--- config.mk ---
export PLATFORM = sky130hd
export DESIGN_NAME = cue_tone_burst_sequencer_flat
export DESIGN_NICKNAME = d
export VERILOG_FILES = /design/src/ctbs_pkg.sv /design/src/ctbs_if.sv /design/src/ctbs_res_fifo.sv /design/src/cue_tone_burst_sequencer.sv /design/src/flat_wrapper.sv
export SDC_FILE = /design/constraint.sdc
export NUM_CORES = 1
export LEC_CHECK = 0
export BUFFER_PORTS_ARGS = -buffer_cell sky130_fd_sc_hd__buf_2
export CORE_MARGIN = 8
export CORE_UTILIZATION = 60
export DETAILED_ROUTE_END_ITERATION = 7
export GPL_TIMING_DRIVEN = 0
export PLACE_DENSITY = 0.77
export SYNTH_ARGS = -nofsm -noshare
export SYNTH_HDL_FRONTEND = slang
export SYNTH_SLANG_ARGS = --single-unit
--- constraint.sdc ---
create_clock -name clk -period 23.3 [get_ports clk]
set_clock_uncertainty 0.2 [all_clocks]
set_input_delay 4.66 -clock clk [delete_from_list [all_inputs] [get_ports clk]]
set_output_delay 4.66 -clock clk [all_outputs]
set_load 0.02 [all_outputs]
--- src/ctbs_pkg.sv ---
package ctbs_pkg;

  localparam logic [7:0]  NO_LINK         = 8'hFF;
  localparam logic [15:0] DEFAULT_TONE_MS = 16'd200;
  localparam int          TICK_MS         = 10;
  localparam logic [7:0]  PCT_MAX         = 8'd100;
  localparam int          HW_LEVELS       = 16;

  // Register reset values
  localparam logic [15:0] TONE_MS_RESET     = 16'd500;
  localparam logic [7:0]  BURST_TOTAL_RESET = 8'd1;
  localparam logic [15:0] GAP_MS_RESET      = 16'd0;
  localparam logic [7:0]  VOLUME_RESET      = 8'd80;

  localparam int CFG_IDX_W  = 2;
  localparam int CFG_DATA_W = 16;
  localparam int TIMER_W    = 14;

  // x / TICK_MS as (x * DIV_MUL) >> DIV_SHIFT, exact for x below 2**18
  localparam int DIV_SHIFT = 20;
  localparam int DIV_IN_W  = 17;
  localparam int DIV_PROD_W = 34;
  localparam logic [DIV_IN_W-1:0] DIV_MUL =
    DIV_IN_W'(((2 ** DIV_SHIFT) + TICK_MS - 1) / TICK_MS);

  // pct * HW_LEVELS / PCT_MAX as (pct * LEVEL_MUL) >> 8, exact for pct below PCT_MAX
  localparam int LEVEL_SHIFT = 8;
  localparam int LEVEL_PROD_W = 15;
  localparam logic [6:0] LEVEL_MUL =
    7'((HW_LEVELS * (2 ** LEVEL_SHIFT) + 100 - 1) / 100);

  typedef enum logic [2:0] {
    CMD_START      = 3'd0,
    CMD_STOP       = 3'd1,
    CMD_CONFIGURE  = 3'd2,
    CMD_UNKNOWN    = 3'd3,
    CMD_TICK       = 3'd4,
    CMD_CONNECT    = 3'd5,
    CMD_DISCONNECT = 3'd6,
    CMD_NOTIFY     = 3'd7
  } cmd_t;

  typedef enum logic [1:0] {
    TK_NONE     = 2'd0,
    TK_DURATION = 2'd1,
    TK_BURST    = 2'd2
  } timer_kind_t;

  typedef enum logic [1:0] {
    ST_IDLE   = 2'd0,
    ST_CUEING = 2'd1,
    ST_ERROR  = 2'd2
  } status_t;

  typedef enum logic [CFG_IDX_W-1:0] {
    CFG_TONE_MS     = 2'd0,
    CFG_BURST_TOTAL = 2'd1,
    CFG_GAP_MS      = 2'd2
  } cfg_reg_t;

  typedef struct packed {
    logic [2:0] cmd;
    logic [7:0] link_id;
    logic       has_tone;
    logic [7:0] tone_code;
    logic       has_volume;
    logic [7:0] volume_pct;
    logic       notify_on;
  } evt_t;

  typedef struct packed {
    logic       tone_start;
    logic [2:0] tone_sel;
    logic [3:0] volume_level;
    logic       mute;
    logic       tone_stop;
    logic       status_sent;
    logic [1:0] status_code;
  } result_t;

  typedef struct packed {
    logic [7:0]         cur_tone;
    logic [7:0]         cur_volume;
    logic [7:0]         bursts_left;
    logic [TIMER_W-1:0] countdown;
    timer_kind_t        timer_kind;
    logic               playing;
    status_t            status_now;
    logic [7:0]         link_index;
    logic               notify_enabled;
  } state_t;

  typedef struct packed {
    logic room;
    logic empty;
  } fifo_stat_t;

  function automatic logic [TIMER_W-1:0] div_tick(input logic [DIV_IN_W-1:0] x);
    logic [DIV_PROD_W-1:0] prod;
    prod = DIV_PROD_W'(x) * DIV_PROD_W'(DIV_MUL);
    return prod[DIV_SHIFT +: TIMER_W];
  endfunction

  function automatic logic [3:0] level_of(input logic [7:0] pct);
    logic [LEVEL_PROD_W-1:0] prod;
    prod = LEVEL_PROD_W'(pct) * LEVEL_PROD_W'(LEVEL_MUL);
    if (pct >= PCT_MAX) begin
      return 4'(HW_LEVELS - 1);
    end
    return prod[LEVEL_SHIFT +: 4];
  endfunction

endpackage

--- src/ctbs_if.sv ---
interface ctbs_evt_if;
  logic       valid;
  logic       ready;
  logic [2:0] cmd;
  logic [7:0] link_id;
  logic       has_tone;
  logic [7:0] tone_code;
  logic       has_volume;
  logic [7:0] volume_pct;
  logic       notify_on;

  modport source (
    output valid, cmd, link_id, has_tone, tone_code, has_volume, volume_pct, notify_on,
    input  ready
  );
  modport sink (
    input  valid, cmd, link_id, has_tone, tone_code, has_volume, volume_pct, notify_on,
    output ready
  );
endinterface

interface ctbs_res_if;
  logic       valid;
  logic       ready;
  logic       tone_start;
  logic [2:0] tone_sel;
  logic [3:0] volume_level;
  logic       mute;
  logic       tone_stop;
  logic       status_sent;
  logic [1:0] status_code;

  modport source (
    output valid, tone_start, tone_sel, volume_level, mute, tone_stop, status_sent,
           status_code,
    input  ready
  );
  modport sink (
    input  valid, tone_start, tone_sel, volume_level, mute, tone_stop, status_sent,
           status_code,
    output ready
  );
endinterface

--- src/ctbs_res_fifo.sv ---
module ctbs_res_fifo (
  input  logic                 clk,
  input  logic                 rst,
  input  logic                 push,
  input  ctbs_pkg::result_t    push_data,
  ctbs_res_if.source           res,
  output ctbs_pkg::fifo_stat_t stat
);
  import ctbs_pkg::*;

  localparam int DEPTH = 2;
  localparam int PTR_W = $clog2(DEPTH);
  localparam int CNT_W = $clog2(DEPTH + 1);

  result_t          entries [DEPTH];
  logic [PTR_W-1:0] wr_ptr;
  logic [PTR_W-1:0] rd_ptr;
  logic [CNT_W-1:0] count;
  logic             pop;
  result_t          head;

  assign pop  = res.valid && res.ready;
  assign head = entries[rd_ptr];

  always_ff @(posedge clk) begin
    if (push) begin
      entries[wr_ptr] <= push_data;
    end
  end

  always_ff @(posedge clk) begin
    if (rst) begin
      wr_ptr <= '0;
      rd_ptr <= '0;
      count  <= '0;
    end else begin
      if (push) begin
        wr_ptr <= (wr_ptr == PTR_W'(DEPTH - 1)) ? '0 : wr_ptr + 1'b1;
      end
      if (pop) begin
        rd_ptr <= (rd_ptr == PTR_W'(DEPTH - 1)) ? '0 : rd_ptr + 1'b1;
      end
      if (push && !pop) begin
        count <= count + 1'b1;
      end else if (pop && !push) begin
        count <= count - 1'b1;
      end
    end
  end

  assign stat.room  = (count != CNT_W'(DEPTH));
  assign stat.empty = (count == '0);

  assign res.valid        = !stat.empty;
  assign res.tone_start   = head.tone_start;
  assign res.tone_sel     = head.tone_sel;
  assign res.volume_level = head.volume_level;
  assign res.mute         = head.mute;
  assign res.tone_stop    = head.tone_stop;
  assign res.status_sent  = head.status_sent;
  assign res.status_code  = head.status_code;

endmodule

--- src/cue_tone_burst_sequencer.sv ---
// Cue tone burst sequencer.
// evt carries one event request per transfer (start, stop, configure, unknown
// command, 10 ms tick, connect, disconnect, notify setting); res returns exactly
// one result request per event, in order.
// cfg_we/cfg_idx/cfg_data write tone_ms (0), burst_total (1) and gap_ms (2);
// write them only while no event is in flight. Other indexes are dropped.
// An accepted event is registered in the input register; its result is computed
// from it and pushed into the result queue, whose head is shown on res.
// Throughput: one event per cycle while the result queue has room; the only loop
// is the state update of the input register into the state and result registers.
// Timer loads (tone and gap divided by the tick) are registered from the
// config registers, one multiply by a reciprocal each.
// A two-entry result queue decouples the sides: while res stalls, the queue
// fills and the input register holds one more event, then evt.ready drops
// until res accepts a result.
// Reset (rst, synchronous) restores the register defaults (500 ms, 1 tone,
// no gap), volume 80 %, tone 0, no timer, idle status, no link, notify off,
// and empties the pipeline; evt.ready is low during reset.
module cue_tone_burst_sequencer (
  input  logic                              clk,
  input  logic                              rst,
  ctbs_evt_if.sink                          evt,
  ctbs_res_if.source                        res,
  input  logic                              cfg_we,
  input  logic [ctbs_pkg::CFG_IDX_W-1:0]    cfg_idx,
  input  logic [ctbs_pkg::CFG_DATA_W-1:0]   cfg_data
);
  import ctbs_pkg::*;

  logic [15:0]        tone_ms;
  logic [7:0]         burst_total;
  logic [15:0]        gap_ms;
  logic [TIMER_W-1:0] burst_load;
  logic [TIMER_W-1:0] dur_load;

  logic       s1_valid;
  evt_t       s1;
  state_t     st;
  state_t     st_next;
  result_t    r;
  fifo_stat_t stat;
  logic       push;

  cmd_t       cmd;
  logic [7:0] tone_eff;
  logic [7:0] vol_eff;
  logic [2:0] sel_eff;
  logic       mute_eff;
  logic [3:0] lvl_eff;

  // Configuration registers
  always_ff @(posedge clk) begin
    if (rst) begin
      tone_ms     <= TONE_MS_RESET;
      burst_total <= BURST_TOTAL_RESET;
      gap_ms      <= GAP_MS_RESET;
    end else if (cfg_we) begin
      unique case (cfg_reg_t'(cfg_idx))
        CFG_TONE_MS:     tone_ms     <= cfg_data[15:0];
        CFG_BURST_TOTAL: burst_total <= cfg_data[7:0];
        CFG_GAP_MS:      gap_ms      <= cfg_data[15:0];
        default: ;
      endcase
    end
  end

  // Timer loads are registered from the config registers
  always_ff @(posedge clk) begin
    burst_load <= div_tick(DIV_IN_W'((tone_ms != '0) ? tone_ms : DEFAULT_TONE_MS)
                           + DIV_IN_W'(gap_ms));
    dur_load   <= div_tick(DIV_IN_W'(tone_ms));
  end

  // Input register
  assign evt.ready = !rst && (!s1_valid || stat.room);
  assign push      = s1_valid && stat.room;

  always_ff @(posedge clk) begin
    if (rst) begin
      s1_valid <= 1'b0;
    end else if (evt.ready) begin
      s1_valid <= evt.valid;
    end
  end

  always_ff @(posedge clk) begin
    if (evt.valid && evt.ready) begin
      s1.cmd        <= evt.cmd;
      s1.link_id    <= evt.link_id;
      s1.has_tone   <= evt.has_tone;
      s1.tone_code  <= evt.tone_code;
      s1.has_volume <= evt.has_volume;
      s1.volume_pct <= evt.volume_pct;
      s1.notify_on  <= evt.notify_on;
    end
  end

  // Tone and volume that a tone started by this event plays with
  assign cmd      = cmd_t'(s1.cmd);
  assign tone_eff = (cmd == CMD_START && s1.has_tone) ? s1.tone_code : st.cur_tone;
  assign vol_eff  = (cmd == CMD_START && s1.has_volume) ? s1.volume_pct : st.cur_volume;
  assign sel_eff  = (tone_eff <= 8'd4) ? tone_eff[2:0] : 3'd0;
  assign mute_eff = (vol_eff == '0);
  assign lvl_eff  = mute_eff ? 4'd0 : level_of(vol_eff);

  always_comb begin
    logic    do_stop_cue;
    logic    do_stop_tone;
    logic    do_play;
    logic    arm_burst;
    logic    arm_dur;
    logic    set_status;
    status_t code;

    st_next      = st;
    r            = '0;
    do_stop_cue  = 1'b0;
    do_stop_tone = 1'b0;
    do_play      = 1'b0;
    arm_burst    = 1'b0;
    arm_dur      = 1'b0;
    set_status   = 1'b0;
    code         = ST_IDLE;

    unique case (cmd)
      CMD_START: begin
        st_next.cur_tone   = tone_eff;
        st_next.cur_volume = vol_eff;
        st_next.timer_kind = TK_NONE;
        st_next.countdown  = '0;
        do_play    = 1'b1;
        set_status = 1'b1;
        code       = ST_CUEING;
        if (burst_total > 8'd1) begin
          st_next.bursts_left = burst_total - 8'd1;
          arm_burst = 1'b1;
        end else if (tone_ms != '0) begin
          arm_dur = 1'b1;
        end
      end
      CMD_STOP: begin
        do_stop_cue = 1'b1;
      end
      CMD_CONFIGURE: begin
        st_next.cur_tone   = s1.tone_code;
        st_next.cur_volume = s1.volume_pct;
        set_status = 1'b1;
        code       = ST_IDLE;
      end
      CMD_UNKNOWN: begin
        set_status = 1'b1;
        code       = ST_ERROR;
      end
      CMD_TICK: begin
        if (st.timer_kind != TK_NONE) begin
          if (st.countdown <= TIMER_W'(1)) begin
            st_next.timer_kind = TK_NONE;
            st_next.countdown  = '0;
            if (st.timer_kind == TK_DURATION) begin
              do_stop_cue = 1'b1;
            end else begin
              // burst expiry: replay the tone if any are left
              do_stop_tone = 1'b1;
              if (st.bursts_left != '0) begin
                st_next.bursts_left = st.bursts_left - 8'd1;
                do_play = 1'b1;
                if (st.bursts_left != 8'd1) begin
                  arm_burst = 1'b1;
                end else if (tone_ms != '0) begin
                  arm_dur = 1'b1;
                end
              end else begin
                do_stop_cue = 1'b1;
              end
            end
          end else begin
            st_next.countdown = st.countdown - 1'b1;
          end
        end
      end
      CMD_CONNECT: begin
        st_next.link_index = s1.link_id;
      end
      CMD_DISCONNECT: begin
        if (s1.link_id == st.link_index) begin
          st_next.link_index     = NO_LINK;
          st_next.notify_enabled = 1'b0;
          if (st.status_now == ST_CUEING) begin
            do_stop_cue = 1'b1;
          end
        end
      end
      CMD_NOTIFY: begin
        st_next.notify_enabled = s1.notify_on;
        if (s1.notify_on && st.link_index == NO_LINK) begin
          st_next.link_index = s1.link_id;
        end
      end
      default: ;
    endcase

    if (do_stop_cue) begin
      st_next.timer_kind  = TK_NONE;
      st_next.countdown   = '0;
      st_next.bursts_left = '0;
      do_stop_tone = 1'b1;
      set_status   = 1'b1;
      code         = ST_IDLE;
    end

    // stop comes before any new tone of the same event
    if (do_stop_tone && st.playing) begin
      r.tone_stop     = 1'b1;
      st_next.playing = 1'b0;
    end

    if (do_play) begin
      r.tone_start    = 1'b1;
      r.tone_sel      = sel_eff;
      r.volume_level  = lvl_eff;
      r.mute          = mute_eff;
      st_next.playing = 1'b1;
    end

    if (arm_burst) begin
      st_next.countdown  = burst_load;
      st_next.timer_kind = TK_BURST;
    end else if (arm_dur) begin
      st_next.countdown  = dur_load;
      st_next.timer_kind = TK_DURATION;
    end

    if (set_status) begin
      st_next.status_now = code;
      if (st_next.notify_enabled && st_next.link_index != NO_LINK) begin
        r.status_sent = 1'b1;
      end
    end

    r.status_code = st_next.status_now;
  end

  always_ff @(posedge clk) begin
    if (rst) begin
      st.cur_tone       <= '0;
      st.cur_volume     <= VOLUME_RESET;
      st.bursts_left    <= '0;
      st.countdown      <= '0;
      st.timer_kind     <= TK_NONE;
      st.playing        <= 1'b0;
      st.status_now     <= ST_IDLE;
      st.link_index     <= NO_LINK;
      st.notify_enabled <= 1'b0;
    end else if (push) begin
      st <= st_next;
    end
  end

  ctbs_res_fifo u_res_fifo (
    .clk       (clk),
    .rst       (rst),
    .push      (push),
    .push_data (r),
    .res       (res),
    .stat      (stat)
  );

  a_idle_timer_clear: assert property (@(posedge clk) disable iff (rst)
    st.timer_kind == TK_NONE |-> st.countdown == '0)
    else $error("countdown left nonzero with no timer armed");

  a_status_needs_link: assert property (@(posedge clk) disable iff (rst)
    push && r.status_sent |-> st.notify_enabled && st.link_index != NO_LINK)
    else $error("status sent without link and notify");

  a_stop_needs_play: assert property (@(posedge clk) disable iff (rst)
    push && r.tone_stop |=> !st.playing || $past(r.tone_start))
    else $error("tone stop left the tone playing");

endmodule

--- src/flat_wrapper.sv ---
// flat-port wrapper written by rule: the top's interface ports become plain ports
module cue_tone_burst_sequencer_flat import ctbs_pkg::*;
  (clk, rst, cfg_we, cfg_idx, cfg_data, evt_valid, evt_cmd, evt_link_id, evt_has_tone, evt_tone_code, evt_has_volume, evt_volume_pct, evt_notify_on, evt_ready, res_valid, res_tone_start, res_tone_sel, res_volume_level, res_mute, res_tone_stop, res_status_sent, res_status_code, res_ready);
  ctbs_evt_if evt_i ();
  ctbs_res_if res_i ();
  input  logic clk;
  input  logic rst;
  input  logic cfg_we;
  input  logic [ctbs_pkg::CFG_IDX_W-1:0] cfg_idx;
  input  logic [ctbs_pkg::CFG_DATA_W-1:0] cfg_data;
  input wire logic [$bits(evt_i.valid)-1:0] evt_valid;
  input wire logic [$bits(evt_i.cmd)-1:0] evt_cmd;
  input wire logic [$bits(evt_i.link_id)-1:0] evt_link_id;
  input wire logic [$bits(evt_i.has_tone)-1:0] evt_has_tone;
  input wire logic [$bits(evt_i.tone_code)-1:0] evt_tone_code;
  input wire logic [$bits(evt_i.has_volume)-1:0] evt_has_volume;
  input wire logic [$bits(evt_i.volume_pct)-1:0] evt_volume_pct;
  input wire logic [$bits(evt_i.notify_on)-1:0] evt_notify_on;
  output wire logic [$bits(evt_i.ready)-1:0] evt_ready;
  output wire logic [$bits(res_i.valid)-1:0] res_valid;
  output wire logic [$bits(res_i.tone_start)-1:0] res_tone_start;
  output wire logic [$bits(res_i.tone_sel)-1:0] res_tone_sel;
  output wire logic [$bits(res_i.volume_level)-1:0] res_volume_level;
  output wire logic [$bits(res_i.mute)-1:0] res_mute;
  output wire logic [$bits(res_i.tone_stop)-1:0] res_tone_stop;
  output wire logic [$bits(res_i.status_sent)-1:0] res_status_sent;
  output wire logic [$bits(res_i.status_code)-1:0] res_status_code;
  input wire logic [$bits(res_i.ready)-1:0] res_ready;
  assign evt_i.valid = evt_valid;
  assign evt_i.cmd = evt_cmd;
  assign evt_i.link_id = evt_link_id;
  assign evt_i.has_tone = evt_has_tone;
  assign evt_i.tone_code = evt_tone_code;
  assign evt_i.has_volume = evt_has_volume;
  assign evt_i.volume_pct = evt_volume_pct;
  assign evt_i.notify_on = evt_notify_on;
  assign evt_ready = evt_i.ready;
  assign res_valid = res_i.valid;
  assign res_tone_start = res_i.tone_start;
  assign res_tone_sel = res_i.tone_sel;
  assign res_volume_level = res_i.volume_level;
  assign res_mute = res_i.mute;
  assign res_tone_stop = res_i.tone_stop;
  assign res_status_sent = res_i.status_sent;
  assign res_status_code = res_i.status_code;
  assign res_i.ready = res_ready;
  cue_tone_burst_sequencer u_core (.clk(clk), .rst(rst), .evt(evt_i), .res(res_i), .cfg_we(cfg_we), .cfg_idx(cfg_idx), .cfg_data(cfg_data));
endmodule
==> results of run 1 <==
-- flip-flops by register name (all words and copies together), names as in the netlist, named ones only --
signal / cells
u_core.tone_ms: 16
u_core.s1_valid: 1
u_core.u_res_fifo.count: 2
u_core.s1: 27
u_core.burst_load: 14
u_core.u_res_fifo.rd_ptr: 1
u_core.burst_total: 8
u_core.dur_load: 13
u_core.u_res_fifo.wr_ptr: 1
u_core.gap_ms: 16
u_core.cmd: 3
u_core.u_res_fifo.entries: 26
u_core.st: 52
-- worst max-delay path by stage --
stage | cells after the start | slack (ps) | to | startpoint
2_1_floorplan | 2 | 13290 | evt_ready | rst
3_3_place_gp | 3 | 13170 | evt_ready | rst
3_5_place_dp | 3 | 13160 | evt_ready | rst
4_1_cts | 3 | 13160 | evt_ready | rst
5_1_grt | 31 | 12790 | u_core.burst_load[12] | u_core.tone_ms[15]
6_report | 3 | 13150 | evt_ready | rst
-- per-layer routing --
layer  GRT usage  part of all wire
met5           0                 0
met2       0.411              0.48
met3      0.0322             0.059
met4      0.0881             0.031
met1       0.313              0.43
-- cell type report --
type / count / area, µm² / area share
clock buffers: 19 / 443 / 0.0230
well taps: 390 / 488 / 0.0253
inverters: 325 / 1220 / 0.0632
flip-flops and latches: 181 / 4180 / 0.217
repair buffers: 66 / 330 / 0.0171
clock inverters: 13 / 164 / 0.00849
multi-input cells: 1282 / 12300 / 0.637
plain buffers: 39 / 168 / 0.00869
-- cells in the mapped netlist, types with 4 or more instances --
library cell / count
inv_1: 324
ha_1: 320
fa_1: 165
dfxtp_1: 125
nor2_1: 116
nand2_1: 112
a21oi_1: 78
edfxtp_1: 56
xnor2_1: 54
xor2_1: 42
mux2i_1: 33
nor3_1: 31
clkbuf_1: 29
o21ai_0: 28
nand2b_1: 22
nand3_1: 22
a211oi_1: 18
a21o_1: 18
o21a_1: 16
mux2_2: 15
and3_1: 12
nand4_1: 12
a22oi_1: 10
nor2b_1: 10
o211ai_1: 10
o22ai_1: 10
or3_1: 10
a211o_1: 9
and2_1: 9
nor4_1: 9
a221o_1: 8
o2111ai_1: 8
o31ai_1: 6
or2_2: 6
a221oi_1: 5
a31oi_1: 5
buf_2: 5
nor4b_1: 4
o21ai_1: 4
o21bai_1: 4
-- logic make-up (layout without fill, tap and decap cells) --
group                    after synthesis  count (layout)  share of synthesized area
AO/OA/AOI/OAI                        257             257                     0.0969
XOR/XNOR                              96              96                     0.0471
adder cells (fa/ha/maj)              485             485                      0.409
buffers and inverters                364             462                     0.0777
flip-flops                           181             181                      0.234
multiplexers                          48              48                     0.0280
AND/OR/NAND/NOR                      396             396                      0.107
-- report_power, final --
part / internal (mW) / total (mW) / switching [mW] / leakage [nW]
clock: 0.165 / 0.297 / 0.133 / 0.296
combinational: 0.610 / 1.46 / 0.849 / 7.76
sequential: 0.372 / 0.392 / 0.0203 / 1.55
-- cells in the final DEF (no fill, tap or decap), types with 15 or more instances in the layout --
cell type  count
inv_1        324
ha_1         320
fa_1         165
dfxtp_1      125
nor2_1       116
nand2_1      112
a21oi_1       78
buf_2         71
edfxtp_1      56
xnor2_1       54
xor2_1        42
mux2i_1       33
nor3_1        31
clkbuf_1      30
o21ai_0       28
nand2b_1      22
nand3_1       22
a21o_1        18
a211oi_1      18
clkbuf_16     17
o21a_1        16
mux2_2        15
-- tightest hold or removal path, cell delays in order (launching register included) --
cell	delay (ps)
dfxtp_1	320
nand2_1	60
a21oi_1	50
-- through the flow --
step	power (mW)	worst slack [ps]	hold slack, ps	utilization	std cells
2_1_floorplan	1.47	13290	241	-	1827
3_3_place_gp	1.79	13170	252	0.634	2283
3_5_place_dp	1.84	13160	260	0.634	2283
4_1_cts	2.16	13160	272	0.654	2315
5_1_grt	2.38	12790	294	0.655	2315
6_report	2.15	13150	277	0.655	2315
==> run metrics, run 1 <==
critical-path cell list clkbuf_1, nor2_1, buf_2; Reg2Reg Depth 32; post-layout min period 10150 ps; CTS Buffer Depth 2; CP Class in -> out; total CTS buffers 17; slowest CP cell clkbuf_1; Sum Neg Setup Slack 0 ps; syn_nets 2365; status finished clean; placed cell areas 0.0187 mm²; core area 0.0295 mm²; H-tree depth 4; Die H 189 µm; Slew HR 0.229; pwr dens 111 mW/mm²; hold buffers post-CTS 0; Design Area, Final 0.0193 mm²; Final GP Congestion 0.976; Initial Util 0.606; critical path required time 18440 ps; total gr overflow 0; EDFF count, synth 56; P_leak 9.61 nW; WL final 42100 µm; vias 13200; CP Launch Type input port; Die Area 0.0355 mm²; worst-path fanout max 9; initial DRC count 1019; post-synth top area share 0.224; r2r setup slk 13530 ps; Final Hold Viols 0; reg2reg start u_core.tone_ms[15]; clk root buf clkbuf_16; Finish-stage setup viols 0; first-pass GRT wire length 69900 µm; clk slew on worst S/H paths 70 ps; antenna cells 0; Final #Nets 2450; maxcap violations 0; Antenna Violating Nets Remaining 0; Critical Path Max Stage Delay 340 ps; CTS tree done; clock latency on the worst-skew pair 440 ps; cell type with the largest total area after synthesis ha_1; DRC Markers 0; top cells by area, synth ha_1 22%, fa_1 18%, dfxtp_1 14%; synth warn 0; reg2reg end u_core.burst_load[8]; Max Fclk 0.0986 GHz; Yosys reg bits 181; Crit. End Element primary output; row cnt 63; Worst Path Buf+Inv 2; average cell area after synthesis 9.78 µm²; area grow syn2layout 8.03%; Yosys cell types 71; sequential area share after synthesis 0.234; VDD IR-drop max 0.000315 V; Hold Path Sink u_core.gap_ms[3]; Mapped Area 0.0179 mm²; clk sinks 181; measured slew at the worst slew-check pin 1150 ps; largest net degree at the start of global routing 31; DR vias/cell 5.72; DR WL/cell 18.2 µm; worst path arrival time 5290 ps; post-DP HPWL 34900 µm; Async SR Flop Fraction 0; post-synthesis cell count 1827; critical path's top delay family buffers and inverters; drt pass-1 iters 5; global-route usage over all layers 0.243; CTS resizes 0; postcts setup bufs 0; Port Buf Inserts 66; RSZ-0062 raised after global routing no; # IOs 68; layout cells sized above 1 0.0722; Die W 189 µm; max-slew violations 0; initial antenna violation count 0; hold depth 2; Filler Cells Inserted 2381; vias in the first global route 13800; hold path start u_core.gap_ms[3]; period utilization 0.435; Hold/Removal Path Class reg -> reg; top_reg_cell synth dfxtp_1
Power figures use the tool's default switching activity.
==> inputs of run 2 (changes only) <==
Settings changed: ABC_AREA from default to 1, PLACE_DENSITY 0.77 to 0.76.
Clock period 23.3 ns to 9.8 ns, I/O delays scaled along.
==> run metrics, run 2 <==
most common cell after layout, fill and taps aside inv_1 (unchanged); largest net degree at the start of global routing 20 (was 31); hold path start u_core.st[11] (was u_core.gap_ms[3]); layout cells sized above 1 0.0583 (was 0.0722); status finished clean (unchanged); period utilization 0.895; core area 0.0325 mm² (was 0.0295 mm²); post-layout min period 8770 ps; Finish-stage setup viols 0 (unchanged); max-slew violations 0 (unchanged); top cells by area, synth ha_1 20%, fa_1 17%, dfxtp_1 13% (was ha_1 22%, fa_1 18%, dfxtp_1 14%); Yosys cell types 52 (was 71); Final GP Congestion 0.992 (was 0.976); Max Fclk 0.114 GHz; WL final 52600 µm (was 42100 µm); Hold/Removal Path Class reg -> reg (unchanged); Cells after DPL 2985 (was 2283); final std cells w/o fill 3016 (was 2315); Largest regs u_core.st x52, u_core.s1 x27, u_core.u_res_fifo.entries x26 (unchanged); Antenna Violating Nets Remaining 0 (unchanged); total CTS buffers 17 (unchanged); Yosys reg bits 181 (unchanged); clock latency on the worst-skew pair 440 ps (about the same); critical path required time 9930 ps (was 18440 ps); sequential area share after synthesis 0.212 (was 0.234); Die H 197 µm (was 189 µm); clk sinks 181 (unchanged); clk root buf clkbuf_16 (unchanged); Final Hold Viols 0 (unchanged); Async SR Flop Fraction 0 (unchanged); row cnt 66 (was 63); Stages on worst setup path 35 (was 3); global-route usage over all layers 0.276 (was 0.243); area grow syn2layout 7.34% (was 8.03%); post-synth top area share 0.203 (was 0.224); DR WL/cell 17.4 µm (was 18.2 µm); synth warn 0 (unchanged); initial antenna violation count 1 (was 0); critical path's top delay family adder cells (was buffers and inverters); CTS Buffer Depth 2 (unchanged); postcts setup bufs 0 (unchanged); Initial Util 0.609 (was 0.606); DRC Markers 0 (unchanged); top_reg_cell synth dfxtp_1 (unchanged); Worst Path Buf+Inv 9 (was 2); Slew HR 0.166 (was 0.229); Sum Neg Setup Slack 0 ps (unchanged); crit-path most repeated cell inv_1; Reg2Reg Depth 35 (was 32); Largest register FFs 52 (unchanged); post-DP HPWL 44000 µm (was 34900 µm); CTS tree done (unchanged); Critical Path Max Stage Delay 700 ps (was 340 ps); H-tree depth 4 (unchanged); syn_nets 3014 (was 2365); DR vias/cell 5.51 (was 5.72); CTS resizes 0 (unchanged); worst path arrival time 8900 ps (was 5290 ps); drt pass-1 iters 6 (was 5); PnR worst setup slack 1030 ps (was 13150 ps); list of most frequent post-synthesis cells 489 x inv_1, 414 x nand2_1, 320 x ha_1 (was 324 x inv_1, 320 x ha_1, 165 x fa_1); initial DRC count 1060 (was 1019); Top reg by flops u_core.st (unchanged); measured slew at the worst slew-check pin 1240 ps (was 1150 ps); average cell area after synthesis 7.98 µm² (was 9.78 µm²); worst-path fanout max 10 (was 9); vias 16600 (was 13200); clk slew on worst S/H paths 70 ps (about the same); # IOs 68 (unchanged); Die W 197 µm (was 189 µm); hold depth 2 (unchanged); Final #Nets 3100 (was 2450); hold buffers post-CTS 0 (unchanged); EDFF count, synth 56 (unchanged); reg2reg end u_core.burst_load[9] (was u_core.burst_load[8]); antenna cells 0 (unchanged); maxcap violations 0 (unchanged); Die Area 0.0390 mm² (was 0.0355 mm²); Crit. End Element register (was primary output); CP Launch Type register (was input port); CP Capture Point u_core.burst_load[9] (was evt_ready); CP Class reg -> reg (was in -> out); cell type with the largest total area after synthesis ha_1 (unchanged); vias in the first global route 16900 (was 13800); r2r setup slk 1030 ps (was 13530 ps); Final Util 0.654 (was 0.655); RSZ-0062 raised after global routing no (unchanged); reg2reg start u_core.tone_ms[13] (was u_core.tone_ms[15]); slowest CP cell xor2_1 (was clkbuf_1); total gr overflow 0 (unchanged); Port Buf Inserts 66 (unchanged); Mapped Area 0.0198 mm² (was 0.0179 mm²); most common cell in the synthesized netlist inv_1 (unchanged); pre-CTS setup slack 1110 ps (was 13160 ps); CP startpoint u_core.tone_ms[13] (was rst); first-pass GRT wire length 85000 µm (was 69900 µm); commonest non-fill, non-tap cells in the layout 489 x inv_1, 414 x nand2_1, 320 x ha_1 (was 324 x inv_1, 320 x ha_1, 165 x fa_1); post-synthesis cell count 2476 (was 1827)
## run 2: cell count changes after synthesis, sizes merged, moves of 11 or more
cell,delta
xnor2,-38
nor2,+121
inv,+173
or3,-11
nand2b,-22
a21oi,+55
nand3,+111
o21ai,+89
nand2,+306
mux2i,-30
a211oi,-17
and3,-11
nand4,+24
## run 2: how the worst min path moves through the flow
stage	to	slack [ps]
6_report	u_core.st[11]	270
5_1_grt	u_core.st[11]	300
4_1_cts	u_core.st[11]	270
3_5_place_dp	u_core.st[11]	260
3_3_place_gp	u_core.st[11]	250
2_1_floorplan	u_core.st[11]	240
## run 2: kinds of logic after synthesis
logic type,count (synthesis),share of synthesized area
AOI/OAI and AO/OA,321,0.0892
DFF,181,0.212
buffers and inverters,537,0.103
and+or+nand+nor,873,0.189
xor gates and xnor gates,63,0.0283
adders and majority gates,485,0.370
muxes,16,0.00893
## run 2: worst min-delay path: stages (launching register included)
cell and delay (ps):
dfxtp_1 310, nand2_1 60, a21oi_1 50
## run 2: through the flow
step | hold WS [ps] | cell area [µm²]
after global routing | 300 | 21200
after detailed placement | 258 | 20700
after global placement | 247 | 20600
after floorplan | 236 | 19800
after CTS | 271 | 21200
final | 270 | 21200
## run 2: final cells by class
class | instances | area [µm²]
clock inverter | 13 | 120
inverter | 501 | 1880
clock buffer | 18 | 429
fill | 2799 | 11200
tap | 442 | 553
multi-input combinational | 1758 | 13500
buffer | 36 | 155
timing repair buffer | 67 | 345
sequential | 181 | 4180
## run 2: per-layer routing
layer  GRT usage  vias up  share of wire
met5           0        -              0
met3      0.0455      108          0.064
li1            -     8144              -
met4       0.118        0          0.040
met1       0.348     7797           0.43
met2       0.464      571           0.47
Power of run 2 is not shown: default switching activity piles up to over one toggle a cycle in this logic, so the estimate is an artifact.
==> inputs of run 3 (changes only) <==
Settings changed: RECOVER_POWER from default to 25.
==> run metrics, run 3 (synthesis results as in run 2) <==
Hold/Removal Path Class reg -> reg (unchanged); reg2reg start u_core.tone_ms[13] (unchanged); vias in the first global route 16900 (unchanged); worst-path fanout max 10 (unchanged); critical path's top delay family adder cells (unchanged); # IOs 68 (unchanged); Crit. End Element register (unchanged); CTS Buffer Depth 2 (unchanged); crit-path most repeated cell inv_1 (unchanged); Die H 197 µm (unchanged); clk slew on worst S/H paths 70 ps (about the same); DRC Markers 0 (unchanged); WL final 52600 µm (about the same); worst path arrival time 8900 ps (about the same); wl on met1 22300 µm (was 22500 µm); CTS tree done (unchanged); Final Hold Viols 0 (unchanged); WL met2 24700 µm (about the same); vias 16600 (about the same); status finished clean (unchanged); Final #Nets 3100 (unchanged); CP Class reg -> reg (unchanged); H-tree depth 4 (unchanged); Antenna Violating Nets Remaining 0 (unchanged); period utilization 0.895 (about the same); layout cells sized above 1 0.0559 (was 0.0583); Final GP Congestion 0.992 (unchanged); max layer used met4 (unchanged); initial DRC count 1057 (was 1060); clk sinks 181 (unchanged); Worst Path Buf+Inv 9 (unchanged); total gr overflow 0 (unchanged); Largest regs u_core.st x52, u_core.s1 x27, u_core.u_res_fifo.entries x26 (unchanged); CP Launch Type register (unchanged); antenna cells 0 (unchanged); global-route usage over all layers 0.276 (unchanged); most common cell after layout, fill and taps aside inv_1 (unchanged); hold buffers post-CTS 0 (unchanged); Finish-stage setup viols 0 (unchanged); post-layout min period 8770 ps (about the same); DR vias/cell 5.51 (about the same); hold path start u_core.st[11] (unchanged); Critical Path Max Stage Delay 700 ps (about the same); area grow syn2layout 7.24% (was 7.34%); Die W 197 µm (unchanged); max-slew violations 0 (unchanged); Filler Cells Inserted 2804 (was 2799); maxcap violations 0 (unchanged); first-pass GRT wire length 85000 µm (unchanged); slowest CP cell xor2_1 (unchanged); initial antenna violation count 1 (unchanged); largest net degree at the start of global routing 20 (unchanged); Final Util 0.653 (was 0.654); critical path required time 9930 ps (about the same); Max Fclk 0.114 GHz (about the same); total CTS buffers 17 (unchanged); row cnt 66 (unchanged); clock latency on the worst-skew pair 440 ps (about the same); CTS resizes 0 (unchanged); postcts setup bufs 0 (unchanged); CP startpoint u_core.tone_ms[13] (unchanged); core area 0.0325 mm² (unchanged); DR WL/cell 17.4 µm (about the same); Port Buf Inserts 66 (unchanged); post-DP HPWL 44000 µm (unchanged); Sum Neg Setup Slack 0 ps (unchanged); RSZ-0062 raised after global routing no (unchanged); drt pass-1 iters 6 (unchanged); clk root buf clkbuf_16 (unchanged); commonest non-fill, non-tap cells in the layout 490 x inv_1, 414 x nand2_1, 320 x ha_1 (was 489 x inv_1, 414 x nand2_1, 320 x ha_1); Register Area 0.00418 mm² (unchanged); Slew HR 0.165 (was 0.166); Initial Util 0.609 (unchanged); Top reg by flops u_core.st (unchanged); Largest register FFs 52 (unchanged); Met3 Wirelength 3460 µm (was 3350 µm); measured slew at the worst slew-check pin 1240 ps (about the same); area of the multi-input gates 0.0135 mm² (about the same); Die Area 0.0390 mm² (unchanged)
==> run 3: path summary, 6_finish.rpt <==
check	endpoint	slack, ps	cells after the start
min	u_core.st[11]	270	2
max	u_core.burst_load[9]	1030	35
max reg2reg	u_core.burst_load[9]	1030	35
min reg2reg	u_core.st[11]	270	2
==> run 3: routing by layer <==
layer / up-vias / global-route usage
met4: 0 / 0.118
met3: 107 / 0.0455
li1: 8143 / -
met5: - / 0
met2: 587 / 0.464
met1: 7793 / 0.348
==> run 3: layout make-up <==
cell class | instances | share of cell area
multi-input cells | 1758 | 0.638
flip-flops and latches | 181 | 0.197
inverters | 501 | 0.0887
well taps | 442 | 0.0261
clock buffers | 18 | 0.0203
repair buffers | 67 | 0.0162
plain buffers | 36 | 0.00732
clock inverters | 13 | 0.00567
==> run 3: stage by stage <==
stage / area [µm²] / instances / setup WS (ps) / hold slack, ps
final: 21200 / 3016 / 1030 / 270
after global routing: 21200 / 3016 / 408 / 300
after CTS: 21200 / 3016 / 1090 / 271
after detailed placement: 20700 / 2985 / 1110 / 258
after global placement: 20600 / 2984 / 1230 / 247
after floorplan: 19800 / 2476 / 2500 / 236
==> run 3: worst register-to-register path, delay by kind of cell (launching register included) <==
kind / cells / cell delay (ps)
adders and majority gates: 9 / 3810
buffers and inverters: 9 / 1270
AOI/OAI and AO/OA: 2 / 290
and+or+nand+nor: 14 / 1960
DFF: 1 / 410
xor gates and xnor gates: 1 / 700
Power of run 3 is left out for the same reason.
